### config.mk
export PLATFORM = sky130hd
export DESIGN_NAME = windowed_delta_sensitivity_select_flat
export DESIGN_NICKNAME = d
export VERILOG_FILES = /design/src/hdl/wdss_pkg.sv /design/src/hdl/wdss_if.sv /design/src/hdl/wdss_cfg.sv /design/src/hdl/wdss_ctrl.sv /design/src/hdl/wdss_dp.sv /design/src/hdl/windowed_delta_sensitivity_select.sv /design/src/flat_wrapper.sv
export SDC_FILE = /design/constraint.sdc
export NUM_CORES = 1
export LEC_CHECK = 0
export BUFFER_PORTS_ARGS = -buffer_cell sky130_fd_sc_hd__buf_4
export CORE_MARGIN = 4
export CORE_UTILIZATION = 57
export CTS_CLUSTER_DIAMETER = 30
export DETAILED_ROUTE_END_ITERATION = 8
export GPL_ROUTABILITY_DRIVEN = 0
export HOLD_SLACK_MARGIN = 0.12
export PLACE_DENSITY_LB_ADDON = 0.25
export SYNTH_ARGS = -nofsm -noshare
export SYNTH_HDL_FRONTEND = slang
export SYNTH_SLANG_ARGS = --single-unit
### constraint.sdc
create_clock -name clk -period 5.6 [get_ports clk]
set_input_delay 0.56 -clock clk [delete_from_list [all_inputs] [get_ports clk]]
set_output_delay 0.56 -clock clk [all_outputs]
set_load 0.005 [all_outputs]
### src/hdl/wdss_pkg.sv
// ----------------------------------------------------------------------------
// wdss_pkg
// Shared types, codes and constants of the windowed delta sensitivity selector.
// ----------------------------------------------------------------------------
package wdss_pkg;

  localparam int SAMPLE_W       = 16;
  localparam int LEN_W          = 5;
  localparam int CNT_W          = 5;
  localparam int SUM_W          = SAMPLE_W + LEN_W;
  localparam int LEVEL_W        = 2;
  localparam int WINDOW_MAX_DEF = 16;
  localparam int PADDR_W        = 4;
  localparam int PDATA_W        = 32;

  localparam logic [SAMPLE_W-1:0] LOW_RESET  = 16'h0000;
  localparam logic [SAMPLE_W-1:0] HIGH_RESET = 16'hFFFF;
  localparam logic [LEN_W-1:0]    LEN_RESET  = 5'd4;

  localparam logic [LEVEL_W-1:0] LVL_NORMAL = 2'd0;
  localparam logic [LEVEL_W-1:0] LVL_ACUTE  = 2'd1;
  localparam logic [LEVEL_W-1:0] LVL_OBTUSE = 2'd2;

  localparam logic [1:0] HAND_OUT = 2'd0;
  localparam logic [1:0] HAND_IN  = 2'd1;

  localparam logic [1:0] REG_LOW  = 2'd0;
  localparam logic [1:0] REG_HIGH = 2'd1;
  localparam logic [1:0] REG_LEN  = 2'd2;

  typedef enum logic [1:0] {
    REQ_TICK,
    REQ_COND,
    REQ_ENABLE,
    REQ_DISABLE
  } req_t;

  typedef enum logic [2:0] {
    ST_IDLE,
    ST_DECIDE,
    ST_SHIFT_RD,
    ST_SHIFT_WR,
    ST_SUM,
    ST_DIV,
    ST_AVG,
    ST_FINISH
  } state_t;

  typedef enum logic [1:0] {
    OP_SIMPLE,
    OP_APPEND,
    OP_SHIFT,
    OP_AVERAGE
  } op_t;

  typedef struct packed {
    logic [1:0]          req_type;
    logic [3:0]          touch_count;
    logic [SAMPLE_W-1:0] peak_delta;
    logic                display_resumed;
    logic                core_active;
    logic                charger_connected;
    logic                wireless_charging;
    logic                call_active;
    logic [1:0]          hand_state;
  } item_t;

  typedef struct packed {
    logic [LEVEL_W-1:0]  sensitivity;
    logic                sensitivity_changed;
    logic                delta_check_on;
    logic                feature_on;
    logic [SAMPLE_W-1:0] average;
    logic                average_valid;
    logic [CNT_W-1:0]    samples_held;
  } result_t;

  typedef struct packed {
    logic [SAMPLE_W-1:0] low;
    logic [SAMPLE_W-1:0] high;
    logic [LEN_W-1:0]    len;
  } cfg_t;

  typedef struct packed {
    logic latch;
    logic apply;
    logic shift_read;
    logic shift_write;
    logic shift_last;
    logic sum_step;
    logic div_init;
    logic div_step;
    logic avg_apply;
    logic emit;
  } cmd_t;

  typedef struct packed {
    op_t  op;
    logic shift_more;
    logic sum_done;
    logic div_last;
    logic out_free;
  } stat_t;

endpackage

### src/hdl/wdss_if.sv
// ----------------------------------------------------------------------------
// wdss_if
// Valid/ready channels for input items and result items.
// ----------------------------------------------------------------------------
interface wdss_item_if ();
  logic           valid;
  logic           ready;
  wdss_pkg::item_t data;

  modport source (output valid, output data, input ready);
  modport sink (input valid, input data, output ready);
endinterface

interface wdss_result_if ();
  logic             valid;
  logic             ready;
  wdss_pkg::result_t data;

  modport source (output valid, output data, input ready);
  modport sink (input valid, input data, output ready);
endinterface

### src/hdl/wdss_cfg.sv
// ----------------------------------------------------------------------------
// wdss_cfg
// APB register file: thresholds and window length.
// ----------------------------------------------------------------------------
module wdss_cfg #(
  parameter int WINDOW_MAX = wdss_pkg::WINDOW_MAX_DEF
) (
  input  logic                         clk,
  input  logic                         rst,
  input  logic                         psel,
  input  logic                         penable,
  input  logic                         pwrite,
  input  logic [wdss_pkg::PADDR_W-1:0] paddr,
  input  logic [wdss_pkg::PDATA_W-1:0] pwdata,
  output logic [wdss_pkg::PDATA_W-1:0] prdata,
  output logic                         pready,
  output wdss_pkg::cfg_t               cfg
);

  logic       wr;
  logic [1:0] reg_idx;
  logic       len_ok;

  assign pready  = 1'b1;
  assign wr      = psel & penable & pwrite;
  assign reg_idx = paddr[wdss_pkg::PADDR_W-1:2];
  assign len_ok  = (pwdata[wdss_pkg::LEN_W-1:0] != '0) &&
                   (int'(pwdata[wdss_pkg::LEN_W-1:0]) <= WINDOW_MAX);

  always_ff @(posedge clk) begin
    if (rst) begin
      cfg.low  <= wdss_pkg::LOW_RESET;
      cfg.high <= wdss_pkg::HIGH_RESET;
      cfg.len  <= wdss_pkg::LEN_RESET;
    end else if (wr) begin
      case (reg_idx)
        wdss_pkg::REG_LOW:  cfg.low  <= pwdata[wdss_pkg::SAMPLE_W-1:0];
        wdss_pkg::REG_HIGH: cfg.high <= pwdata[wdss_pkg::SAMPLE_W-1:0];
        wdss_pkg::REG_LEN: begin
          if (len_ok) begin
            cfg.len <= pwdata[wdss_pkg::LEN_W-1:0];
          end
        end
        default: ;
      endcase
    end
  end

  always_comb begin
    case (reg_idx)
      wdss_pkg::REG_LOW:  prdata = wdss_pkg::PDATA_W'(cfg.low);
      wdss_pkg::REG_HIGH: prdata = wdss_pkg::PDATA_W'(cfg.high);
      wdss_pkg::REG_LEN:  prdata = wdss_pkg::PDATA_W'(cfg.len);
      default:            prdata = '0;
    endcase
  end

endmodule

### src/hdl/wdss_ctrl.sv
// ----------------------------------------------------------------------------
// wdss_ctrl
// Sequencer: accept, decide, shift or sum and divide where needed, then hand off a result.
// ----------------------------------------------------------------------------
module wdss_ctrl (
  input  logic            clk,
  input  logic            rst,
  input  logic            item_valid,
  output logic            item_ready,
  input  wdss_pkg::stat_t stat,
  output wdss_pkg::cmd_t  cmd
);

  wdss_pkg::state_t state;
  wdss_pkg::state_t state_next;

  always_ff @(posedge clk) begin
    if (rst) begin
      state <= wdss_pkg::ST_IDLE;
    end else begin
      state <= state_next;
    end
  end

  always_comb begin
    state_next = state;
    case (state)
      wdss_pkg::ST_IDLE: begin
        if (item_valid) begin
          state_next = wdss_pkg::ST_DECIDE;
        end
      end
      wdss_pkg::ST_DECIDE: begin
        case (stat.op)
          wdss_pkg::OP_SHIFT:   state_next = wdss_pkg::ST_SHIFT_RD;
          wdss_pkg::OP_AVERAGE: state_next = wdss_pkg::ST_SUM;
          default:              state_next = wdss_pkg::ST_FINISH;
        endcase
      end
      wdss_pkg::ST_SHIFT_RD: begin
        state_next = stat.shift_more ? wdss_pkg::ST_SHIFT_WR : wdss_pkg::ST_FINISH;
      end
      wdss_pkg::ST_SHIFT_WR: state_next = wdss_pkg::ST_SHIFT_RD;
      wdss_pkg::ST_SUM: begin
        if (stat.sum_done) begin
          state_next = wdss_pkg::ST_DIV;
        end
      end
      wdss_pkg::ST_DIV: begin
        if (stat.div_last) begin
          state_next = wdss_pkg::ST_AVG;
        end
      end
      wdss_pkg::ST_AVG: state_next = wdss_pkg::ST_FINISH;
      wdss_pkg::ST_FINISH: begin
        if (stat.out_free) begin
          state_next = wdss_pkg::ST_IDLE;
        end
      end
      default: state_next = wdss_pkg::ST_IDLE;
    endcase
  end

  always_comb begin
    cmd        = '0;
    item_ready = 1'b0;
    case (state)
      wdss_pkg::ST_IDLE: begin
        item_ready = 1'b1;
        cmd.latch  = item_valid;
      end
      wdss_pkg::ST_DECIDE: cmd.apply = 1'b1;
      wdss_pkg::ST_SHIFT_RD: begin
        cmd.shift_read = stat.shift_more;
        cmd.shift_last = ~stat.shift_more;
      end
      wdss_pkg::ST_SHIFT_WR: cmd.shift_write = 1'b1;
      wdss_pkg::ST_SUM: begin
        cmd.sum_step = 1'b1;
        cmd.div_init = stat.sum_done;
      end
      wdss_pkg::ST_DIV:    cmd.div_step  = 1'b1;
      wdss_pkg::ST_AVG:    cmd.avg_apply = 1'b1;
      wdss_pkg::ST_FINISH: cmd.emit      = stat.out_free;
      default: ;
    endcase
  end

endmodule

### src/hdl/wdss_dp.sv
// ----------------------------------------------------------------------------
// wdss_dp
// Datapath: feature state, sample window memory, summing and a restoring
// divider, result register.
// ----------------------------------------------------------------------------
module wdss_dp #(
  parameter int WINDOW_MAX = wdss_pkg::WINDOW_MAX_DEF
) (
  input  logic              clk,
  input  logic              rst,
  input  wdss_pkg::cfg_t    cfg,
  input  wdss_pkg::item_t   item_data,
  input  wdss_pkg::cmd_t    cmd,
  output wdss_pkg::stat_t   stat,
  input  logic              result_ready,
  output logic              result_valid,
  output wdss_pkg::result_t result_data
);

  localparam int AW = (WINDOW_MAX > 1) ? $clog2(WINDOW_MAX) : 1;
  localparam int CW = (AW + 1 > wdss_pkg::LEN_W) ? AW + 1 : wdss_pkg::LEN_W;

  localparam int SW = wdss_pkg::SAMPLE_W;
  localparam int LW = wdss_pkg::LEN_W;
  localparam int NW = wdss_pkg::SUM_W;

  logic [SW-1:0] mem [WINDOW_MAX];
  logic [SW-1:0] rd_data;

  wdss_pkg::item_t cur;
  logic                         feature;
  logic                         delta;
  logic                         pend;
  logic [wdss_pkg::CNT_W-1:0]   count;
  logic [wdss_pkg::LEVEL_W-1:0] level;
  logic [wdss_pkg::LEVEL_W-1:0] level_before;
  logic [SW-1:0]                avg;
  logic                         avg_valid;
  logic [CW-1:0]                idx;
  logic                         acc_pend;
  logic [NW-1:0]                sum;
  logic [NW-1:0]                quo;
  logic [LW-1:0]                rem;

  logic                         feature_next;
  logic                         delta_next;
  logic                         pend_next;
  logic [wdss_pkg::CNT_W-1:0]   count_next;
  logic [wdss_pkg::LEVEL_W-1:0] level_next;

  logic          len_ok;
  logic          usable;
  logic          room;
  logic          is_tick;
  logic          store;
  logic          flush;
  logic          cond_on;
  wdss_pkg::req_t req;
  wdss_pkg::op_t  op;

  logic [CW-1:0] len_c;
  logic [CW-1:0] idx_inc;
  logic          idx_lt_len;

  logic          we;
  logic [AW-1:0] waddr;
  logic [SW-1:0] wdata;
  logic          re;
  logic [AW-1:0] raddr;

  logic [LW:0]   rem_sh;
  logic [LW:0]   rem_sub;
  logic          ge;
  logic [wdss_pkg::LEVEL_W-1:0] avg_level;

  assign req        = wdss_pkg::req_t'(cur.req_type);
  assign len_ok     = (cfg.len != '0) && (int'(cfg.len) <= WINDOW_MAX);
  assign usable     = feature & delta & len_ok;
  assign room       = count < cfg.len;
  assign is_tick    = (req == wdss_pkg::REQ_TICK);
  assign store      = is_tick & usable & (cur.touch_count == 4'd1) & ~pend &
                      cur.display_resumed & cur.core_active;
  assign flush      = is_tick & usable & (cur.touch_count == 4'd0) & pend;
  assign cond_on    = ((req == wdss_pkg::REQ_COND) & feature) |
                      (req == wdss_pkg::REQ_ENABLE);

  always_comb begin
    if (store) begin
      op = room ? wdss_pkg::OP_APPEND : wdss_pkg::OP_SHIFT;
    end else if (flush & ~room) begin
      op = wdss_pkg::OP_AVERAGE;
    end else begin
      op = wdss_pkg::OP_SIMPLE;
    end
  end

  always_comb begin
    feature_next = feature;
    delta_next   = delta;
    pend_next    = pend;
    count_next   = count;
    level_next   = level;
    case (req)
      wdss_pkg::REQ_TICK: begin
        if (store) begin
          pend_next = 1'b1;
          if (room) begin
            count_next = count + 1'b1;
          end
        end else if (flush) begin
          pend_next = 1'b0;
        end
      end
      wdss_pkg::REQ_ENABLE: begin
        delta_next   = 1'b0;
        pend_next    = 1'b0;
        count_next   = '0;
        feature_next = 1'b1;
      end
      wdss_pkg::REQ_DISABLE: begin
        if (feature & cur.core_active) begin
          level_next = wdss_pkg::LVL_NORMAL;
        end
        feature_next = 1'b0;
      end
      default: ;
    endcase
    if (cond_on) begin
      if (cur.charger_connected | cur.wireless_charging | cur.call_active) begin
        delta_next = 1'b0;
        if (cur.core_active) begin
          level_next = wdss_pkg::LVL_NORMAL;
        end
      end else if (cur.hand_state == wdss_pkg::HAND_OUT) begin
        delta_next = 1'b1;
        if (cur.core_active) begin
          level_next = wdss_pkg::LVL_ACUTE;
        end
      end else if (cur.hand_state == wdss_pkg::HAND_IN) begin
        delta_next = 1'b1;
        if (cur.core_active) begin
          level_next = wdss_pkg::LVL_NORMAL;
        end
      end
    end
  end

  assign len_c      = CW'(cfg.len);
  assign idx_inc    = idx + 1'b1;
  assign idx_lt_len = idx < len_c;

  assign stat.op         = op;
  assign stat.shift_more = idx_inc < len_c;
  assign stat.sum_done   = ~idx_lt_len & ~acc_pend;
  assign stat.div_last   = (idx == CW'(NW - 1));
  assign stat.out_free   = ~result_valid | result_ready;

  always_comb begin
    we    = 1'b0;
    waddr = '0;
    wdata = cur.peak_delta;
    if (cmd.apply & (op == wdss_pkg::OP_APPEND)) begin
      we    = 1'b1;
      waddr = AW'(CW'(count));
    end else if (cmd.shift_write) begin
      we    = 1'b1;
      waddr = idx[AW-1:0];
      wdata = rd_data;
    end else if (cmd.shift_last) begin
      we    = 1'b1;
      waddr = AW'(len_c - 1'b1);
    end
  end

  always_comb begin
    re    = 1'b0;
    raddr = '0;
    if (cmd.shift_read) begin
      re    = 1'b1;
      raddr = idx_inc[AW-1:0];
    end else if (cmd.sum_step & idx_lt_len) begin
      re    = 1'b1;
      raddr = idx[AW-1:0];
    end
  end

  always_ff @(posedge clk) begin
    if (we) begin
      mem[waddr] <= wdata;
    end
    if (re) begin
      rd_data <= mem[raddr];
    end
  end

  assign rem_sh  = {rem, quo[NW-1]};
  assign ge      = rem_sh >= {1'b0, cfg.len};
  assign rem_sub = rem_sh - {1'b0, cfg.len};

  always_comb begin
    if (quo[SW-1:0] < cfg.low) begin
      avg_level = wdss_pkg::LVL_ACUTE;
    end else if (quo[SW-1:0] > cfg.high) begin
      avg_level = wdss_pkg::LVL_OBTUSE;
    end else begin
      avg_level = wdss_pkg::LVL_NORMAL;
    end
  end

  always_ff @(posedge clk) begin
    if (rst) begin
      feature  <= 1'b0;
      delta    <= 1'b0;
      pend     <= 1'b0;
      count    <= '0;
      level    <= wdss_pkg::LVL_NORMAL;
      acc_pend <= 1'b0;
    end else begin
      if (cmd.apply) begin
        feature <= feature_next;
        delta   <= delta_next;
        pend    <= pend_next;
        count   <= count_next;
        level   <= level_next;
        if (op == wdss_pkg::OP_AVERAGE) begin
          acc_pend <= 1'b0;
        end
      end
      if (cmd.sum_step) begin
        acc_pend <= idx_lt_len;
      end
      if (cmd.avg_apply & feature & cur.core_active) begin
        level <= avg_level;
      end
    end
  end

  always_ff @(posedge clk) begin
    if (cmd.latch) begin
      cur          <= item_data;
      level_before <= level;
      avg          <= '0;
      avg_valid    <= 1'b0;
    end
    if (cmd.apply) begin
      idx <= '0;
      sum <= '0;
    end
    if (cmd.shift_write) begin
      idx <= idx_inc;
    end
    if (cmd.sum_step) begin
      if (idx_lt_len) begin
        idx <= idx_inc;
      end
      if (acc_pend) begin
        sum <= sum + NW'(rd_data);
      end
    end
    if (cmd.div_init) begin
      idx <= '0;
      quo <= sum;
      rem <= '0;
    end
    if (cmd.div_step) begin
      idx <= idx_inc;
      quo <= {quo[NW-2:0], ge};
      rem <= ge ? rem_sub[LW-1:0] : rem_sh[LW-1:0];
    end
    if (cmd.avg_apply) begin
      avg       <= quo[SW-1:0];
      avg_valid <= 1'b1;
    end
  end

  always_ff @(posedge clk) begin
    if (rst) begin
      result_valid <= 1'b0;
    end else if (cmd.emit) begin
      result_valid <= 1'b1;
    end else if (result_ready) begin
      result_valid <= 1'b0;
    end
  end

  always_ff @(posedge clk) begin
    if (cmd.emit) begin
      result_data.sensitivity         <= level;
      result_data.sensitivity_changed <= (level != level_before);
      result_data.delta_check_on      <= delta;
      result_data.feature_on          <= feature;
      result_data.average             <= avg;
      result_data.average_valid       <= avg_valid;
      result_data.samples_held        <= count;
    end
  end

endmodule

### src/hdl/windowed_delta_sensitivity_select.sv
// ----------------------------------------------------------------------------
// windowed_delta_sensitivity_select
// Adaptive touch sensitivity selector over a sliding window of delta samples.
//
//   channel   kind          transfer on           payload
//   item      valid/ready   valid & ready         req_type .. hand_state
//   result    valid/ready   valid & ready         sensitivity .. samples_held
//   config    APB           psel&penable&pwrite   low, high, window_len
//
// Condition, enable, disable, append and no-op items go from decide
// straight to finish. A window shift reads and then writes each entry in
// turn; an average reads the window one sample per cycle, then runs a
// 21-step bit-serial divider.
// Synchronous reset; no clearing pass. A stalled result holds in the output
// register while the next item is taken.
// ----------------------------------------------------------------------------
module windowed_delta_sensitivity_select #(
  parameter int WINDOW_MAX = wdss_pkg::WINDOW_MAX_DEF
) (
  input  logic                         clk,
  input  logic                         rst,
  wdss_item_if.sink                    item,
  wdss_result_if.source                result,
  input  logic                         psel,
  input  logic                         penable,
  input  logic                         pwrite,
  input  logic [wdss_pkg::PADDR_W-1:0] paddr,
  input  logic [wdss_pkg::PDATA_W-1:0] pwdata,
  output logic [wdss_pkg::PDATA_W-1:0] prdata,
  output logic                         pready
);

  wdss_pkg::cfg_t  cfg;
  wdss_pkg::cmd_t  cmd;
  wdss_pkg::stat_t stat;

  wdss_cfg #(
    .WINDOW_MAX(WINDOW_MAX)
  ) u_cfg (
    .clk     (clk),
    .rst     (rst),
    .psel    (psel),
    .penable (penable),
    .pwrite  (pwrite),
    .paddr   (paddr),
    .pwdata  (pwdata),
    .prdata  (prdata),
    .pready  (pready),
    .cfg     (cfg)
  );

  wdss_ctrl u_ctrl (
    .clk        (clk),
    .rst        (rst),
    .item_valid (item.valid),
    .item_ready (item.ready),
    .stat       (stat),
    .cmd        (cmd)
  );

  wdss_dp #(
    .WINDOW_MAX(WINDOW_MAX)
  ) u_dp (
    .clk          (clk),
    .rst          (rst),
    .cfg          (cfg),
    .item_data    (item.data),
    .cmd          (cmd),
    .stat         (stat),
    .result_ready (result.ready),
    .result_valid (result.valid),
    .result_data  (result.data)
  );

endmodule
### src/flat_wrapper.sv
// flat-port wrapper written by rule: the top's interface ports become plain ports
module windowed_delta_sensitivity_select_flat 
#(
  parameter int WINDOW_MAX = wdss_pkg::WINDOW_MAX_DEF
)
  (clk, rst, psel, penable, pwrite, paddr, pwdata, prdata, pready, item_valid, item_data, item_ready, result_valid, result_data, result_ready);
  wdss_item_if item_i ();
  wdss_result_if result_i ();
  input  logic clk;
  input  logic rst;
  input  logic psel;
  input  logic penable;
  input  logic pwrite;
  input  logic [wdss_pkg::PADDR_W-1:0] paddr;
  input  logic [wdss_pkg::PDATA_W-1:0] pwdata;
  output logic [wdss_pkg::PDATA_W-1:0] prdata;
  output logic pready;
  input wire logic [$bits(item_i.valid)-1:0] item_valid;
  input wire logic [$bits(item_i.data)-1:0] item_data;
  output wire logic [$bits(item_i.ready)-1:0] item_ready;
  output wire logic [$bits(result_i.valid)-1:0] result_valid;
  output wire logic [$bits(result_i.data)-1:0] result_data;
  input wire logic [$bits(result_i.ready)-1:0] result_ready;
  assign item_i.valid = item_valid;
  assign item_i.data = item_data;
  assign item_ready = item_i.ready;
  assign result_valid = result_i.valid;
  assign result_data = result_i.data;
  assign result_i.ready = result_ready;
  windowed_delta_sensitivity_select #(.WINDOW_MAX(WINDOW_MAX)) u_core (.clk(clk), .rst(rst), .item(item_i), .result(result_i), .psel(psel), .penable(penable), .pwrite(pwrite), .paddr(paddr), .pwdata(pwdata), .prdata(prdata), .pready(pready));
endmodule
==> results.json <==
{
  "status": "completed",
  "clock-root-buffer": "sky130_fd_sc_hd__clkbuf_16",
  "drt-initial-drc-count": 1428,
  "worst-slew-pin-transition_ns": 1.223,
  "vias_in_the_first_global_route": 14194,
  "dr_total_vias": 14223,
  "area.growth.synth_to_final_pct": 22.79,
  "post-dp-hpwl_um": 30670,
  "worstSetupPathDepth": 12,
  "critical_path_peak_fanout": 19,
  "antenna_cells_inserted": 0,
  "cp_launch_type": "flop",
  "worst_path_largest_cell_delay_ns": 0.78,
  "synth_adder_area_share": 0.04429,
  "dieHeight_um": 195.9,
  "worst_setup_hold_path_clk_slew_ns": 0.05,
  "layout_worst_path_cycle_share": 0.8967,
  "maxClockFrequency_ghz": 0.1991,
  "cp-endpoint": "u_core.u_dp.rd_data[10]",
  "fin_setup_tns_ns": 0,
  "worst_ep_required_time_ns": 5.94,
  "postRouteAntennaNets": 0,
  "synthXorXnorAreaFrac": 0.01001,
  "synth_edf_count": 372,
  "average_size_of_a_mapped_cell_um2": 12.21,
  "worstReg2RegEnd": "u_core.u_dp.rd_data[10]",
  "hold_vio_cnt_final": 0,
  "grt_max_degree": 50,
  "design.die.area_mm2": 0.03836,
  "track_usage": 0.2611,
  "ir_worst_vdd_mv": 0.4113,
  "grt_remaining_overflow": 0,
  "ys_warn_count": 0,
  "setup.worst_path.end_class": "flop",
  "yosys.area_share.simple": 0.1158,
  "synth_compound_area_frac": 0.1222,
  "ys_seq_area_frac": 0.6339,
  "clockBufferDepth": 3,
  "final_routed_wirelength_um": 50660,
  "cts.sinks": 451,
  "cts_resized": 0,
  "startpoint": "u_core.u_dp.idx[0]",
  "cap_viol_max_count": 0,
  "ctsHtreeMaxLevel": 3,
  "max-slew-margin-rel": 0.1824,
  "ff2ff_path_depth": 12,
  "crit_path_cell_trace": "ha_1 -> nand3_1 -> xor2_1 -> inv_1 -> ha_1 -> or4b_4 -> nor2_1 -> o21ai_4 -> nand2_2 -> mux2_2 -> a2111oi_0 -> or4b_1",
  "crit-reg2reg-launch": "u_core.u_dp.idx[0]",
  "drt_pre_antenna_iters": 6,
  "fin_worst_hold_slack_ns": 0.1459,
  "number_of_instances_on_the_worst_hold_path": 1,
  "report.final.slew_viol_count": 0,
  "coreArea_mm2": 0.03471,
  "power_per_cell_area_mw_per_mm2": 506.8,
  "critical_path.slowest_cell": "sky130_fd_sc_hd__a2111oi_0",
  "cts.hold.buffers_added": 12,
  "min_path_type": "in -> reg",
  "cp_data_arrival_time_ns": 5.36,
  "grt_pass1_wl_um": 79180,
  "path_common_cell": "sky130_fd_sc_hd__ha_1",
  "die_width_um": 195.9,
  "fin_util": 0.7115,
  "finalClockSkew_ns": 0.02867,
  "post_synth_inst_count": 1647,
  "path_buf_inv": 1,
  "yosys.cell_types.count": 69,
  "worst-r2r-setup-slack_ns": 0.58,
  "numPortBuffers": 98,
  "number_of_antenna_violations_at_the_first_check_in_global_routing": 0,
  "finalNetCount": 1965,
  "synth_top_family_by_area": "compound AO/OA/AOI/OAI gates",
  "cts_tree": "yes",
  "io_pins": 134,
  "worstSkewPairLatency_ns": 0.61,
  "final_layout_size_suffix_gt1_frac": 0.1925,
  "wl_per_cell_um": 21.55,
  "finalWorstPathRequiredPeriod_ns": 5.022,
  "finalSetupViolCount": 0,
  "muxShareOfSynthArea": 0.04000,
  "post-cts-setup-buffer-count": 0,
  "remaining_drc_errors": 0,
  "mappedNetlistArea_mm2": 0.02012,
  "timing.critical_path.max_delay_family": "simple AND/OR/NAND/NOR gates",
  "vias_per_cell": 6.050,
  "initial_core_util": 0.5795,
  "yosys_register_bits": 451,
  "criticalPathCategory": "reg -> reg",
  "leakagePower_nw": 9.466,
  "floorplan.rows": 68,
  "unrepaired_setup_endpoints_after_global_routing": "false",
  "cts_made_buffers": 90,
  "ys.flop_type": "sky130_fd_sc_hd__edfxtp_1",
  "async_reset_ff_frac": 0,
  "min-delay-start": "item_data[28]"
}
==> worst reg2reg max path: stages, from the launching register on <==
cell	delay, ns
sky130_fd_sc_hd__dfxtp_1	0.57
sky130_fd_sc_hd__ha_1	0.39
sky130_fd_sc_hd__nand3_1	0.14
sky130_fd_sc_hd__xor2_1	0.22
sky130_fd_sc_hd__inv_1	0.06
sky130_fd_sc_hd__ha_1	0.22
sky130_fd_sc_hd__or4b_4	0.55
sky130_fd_sc_hd__nor2_1	0.39
sky130_fd_sc_hd__o21ai_4	0.12
sky130_fd_sc_hd__nand2_2	0.44
sky130_fd_sc_hd__mux2_2	0.40
sky130_fd_sc_hd__a2111oi_0	0.78
sky130_fd_sc_hd__or4b_1	0.49
==> placed cells by master, fill, tap and decap left out, types with 16 or more instances in the layout <==
master	count
sky130_fd_sc_hd__a221oi_1	36
sky130_fd_sc_hd__mux2_2	35
sky130_fd_sc_hd__o211ai_1	21
sky130_fd_sc_hd__nand2_1	234
sky130_fd_sc_hd__nand2b_1	20
sky130_fd_sc_hd__clkbuf_16	90
sky130_fd_sc_hd__edfxtp_1	372
sky130_fd_sc_hd__a21o_1	22
sky130_fd_sc_hd__nand3_1	60
sky130_fd_sc_hd__nor2_1	68
sky130_fd_sc_hd__a2111oi_0	17
sky130_fd_sc_hd__or4b_1	16
sky130_fd_sc_hd__a21oi_1	130
sky130_fd_sc_hd__dfxtp_1	79
sky130_fd_sc_hd__and3_1	18
sky130_fd_sc_hd__mux2i_1	41
sky130_fd_sc_hd__inv_1	52
sky130_fd_sc_hd__buf_4	155
sky130_fd_sc_hd__ha_1	68
sky130_fd_sc_hd__conb_1	17
sky130_fd_sc_hd__o21ai_0	86
==> worst min path at each step <==
stage / endpoint
2_1_floorplan: u_core.u_dp.result_data[10]
3_3_place_gp: u_core.u_dp.result_data[19]
3_5_place_dp: u_core.u_dp.result_data[21]
4_1_cts: u_core.u_dp.req[1]
5_1_grt: u_core.u_dp.cur[6]
6_report: u_core.u_dp.req[1]
==> state kept, by name, summed over array words and instances (netlist names), 2 cells and up <==
name and cells:
u_core.u_dp.idx 5, u_core.u_dp.cur 27, u_core.u_dp.result_data 27, u_core.u_dp.req 2, u_core.u_dp.quo 21, u_core.u_dp.level 2
u_core.u_ctrl.state 3, u_core.u_dp.rem 5, u_core.u_dp.mem 256, u_core.u_dp.sum 21, u_core.u_dp.rd_data 16, u_core.u_cfg.cfg 37
u_core.u_dp.level_before 2, u_core.u_dp.count 5, u_core.u_dp.avg 16
==> metrics by stage <==
stage,std cells,instance area (µm²),total power (W),setup slack (ns)
finish,2351,24700,0.01252,0.5784
global route,2351,24700,0.01301,0.2909
CTS,2351,24700,0.01255,0.6491
detailed placement,2174,21540,0.007203,0.6604
global placement,2174,21540,0.007110,0.7056
floorplan,1662,20170,0.006176,1.123
==> layout make-up <==
class,instances,area (µm²)
Fill cell,2285,10010
Clock inverter,64,726.9
Timing Repair Buffer,167,1284
Sequential cell,451,12750
Tap cell,455,569.3
Inverter,52,195.2
Clock buffer,101,2313
Multi-Input combinational cell,1061,6859
==> power breakdown <==
group          switching [W]  total, W  internal, W
Clock                0.00180   0.00529      0.00350
Sequential          0.000241   0.00456      0.00432
Combinational        0.00176   0.00266     0.000906
==> metal layers <==
| layer | vias up | GRT usage | share of wire |
|---|---|---|---|
| li1 | 6524 | - | - |
| met1 | 6897 | 0.3435 | 0.39 |
| met2 | 685 | 0.4295 | 0.49 |
| met3 | 117 | 0.04791 | 0.083 |
| met4 | 0 | 0.1122 | 0.036 |
| met5 | - | 0 | 0 |
==> cells in the mapped netlist, types with 9 or more instances <==
cell type                   count  area share
sky130_fd_sc_hd__xor2_1         9      0.0039
sky130_fd_sc_hd__and2_1         9      0.0028
sky130_fd_sc_hd__o21ai_0       86       0.021
sky130_fd_sc_hd__mux2i_1       41       0.020
sky130_fd_sc_hd__buf_4         21      0.0078
sky130_fd_sc_hd__xnor2_1       14      0.0061
sky130_fd_sc_hd__a211oi_1      11      0.0041
sky130_fd_sc_hd__nand2_1      234       0.044
sky130_fd_sc_hd__a21o_1        22      0.0082
sky130_fd_sc_hd__buf_2         12      0.0030
sky130_fd_sc_hd__and3_1        18      0.0056
sky130_fd_sc_hd__nand4_1       12      0.0037
sky130_fd_sc_hd__clkbuf_1      61       0.011
sky130_fd_sc_hd__a221oi_1      36       0.016
sky130_fd_sc_hd__a21oi_1      130       0.032
sky130_fd_sc_hd__mux2_2        35       0.020
sky130_fd_sc_hd__nor2b_1       13      0.0040
sky130_fd_sc_hd__nor2_1        69       0.013
sky130_fd_sc_hd__a2111oi_0     17      0.0074
sky130_fd_sc_hd__ha_1          68       0.042
sky130_fd_sc_hd__inv_1         52      0.0097
sky130_fd_sc_hd__nor3_1        18      0.0045
sky130_fd_sc_hd__or4b_1        16      0.0080
sky130_fd_sc_hd__nand3_1       60       0.015
sky130_fd_sc_hd__a22o_1        12      0.0052
sky130_fd_sc_hd__edfxtp_1     372        0.56
sky130_fd_sc_hd__dfxtp_1       79       0.079
sky130_fd_sc_hd__o211ai_1      21      0.0078
sky130_fd_sc_hd__nand2b_1      20      0.0062
==> cell families (layout without fill, tap and decap cells) <==
family                     after synthesis  in the layout
and+or+nand+nor                        494            494
DFF                                    451            451
AOI/OAI and AO/OA                      381            381
buffers and inverters                  150            384
muxes                                   76             76
adders and majority gates               70             70
xor gates and xnor gates                23             23
other                                    2             17
Note: power is estimated with default switching activity, not from simulation.
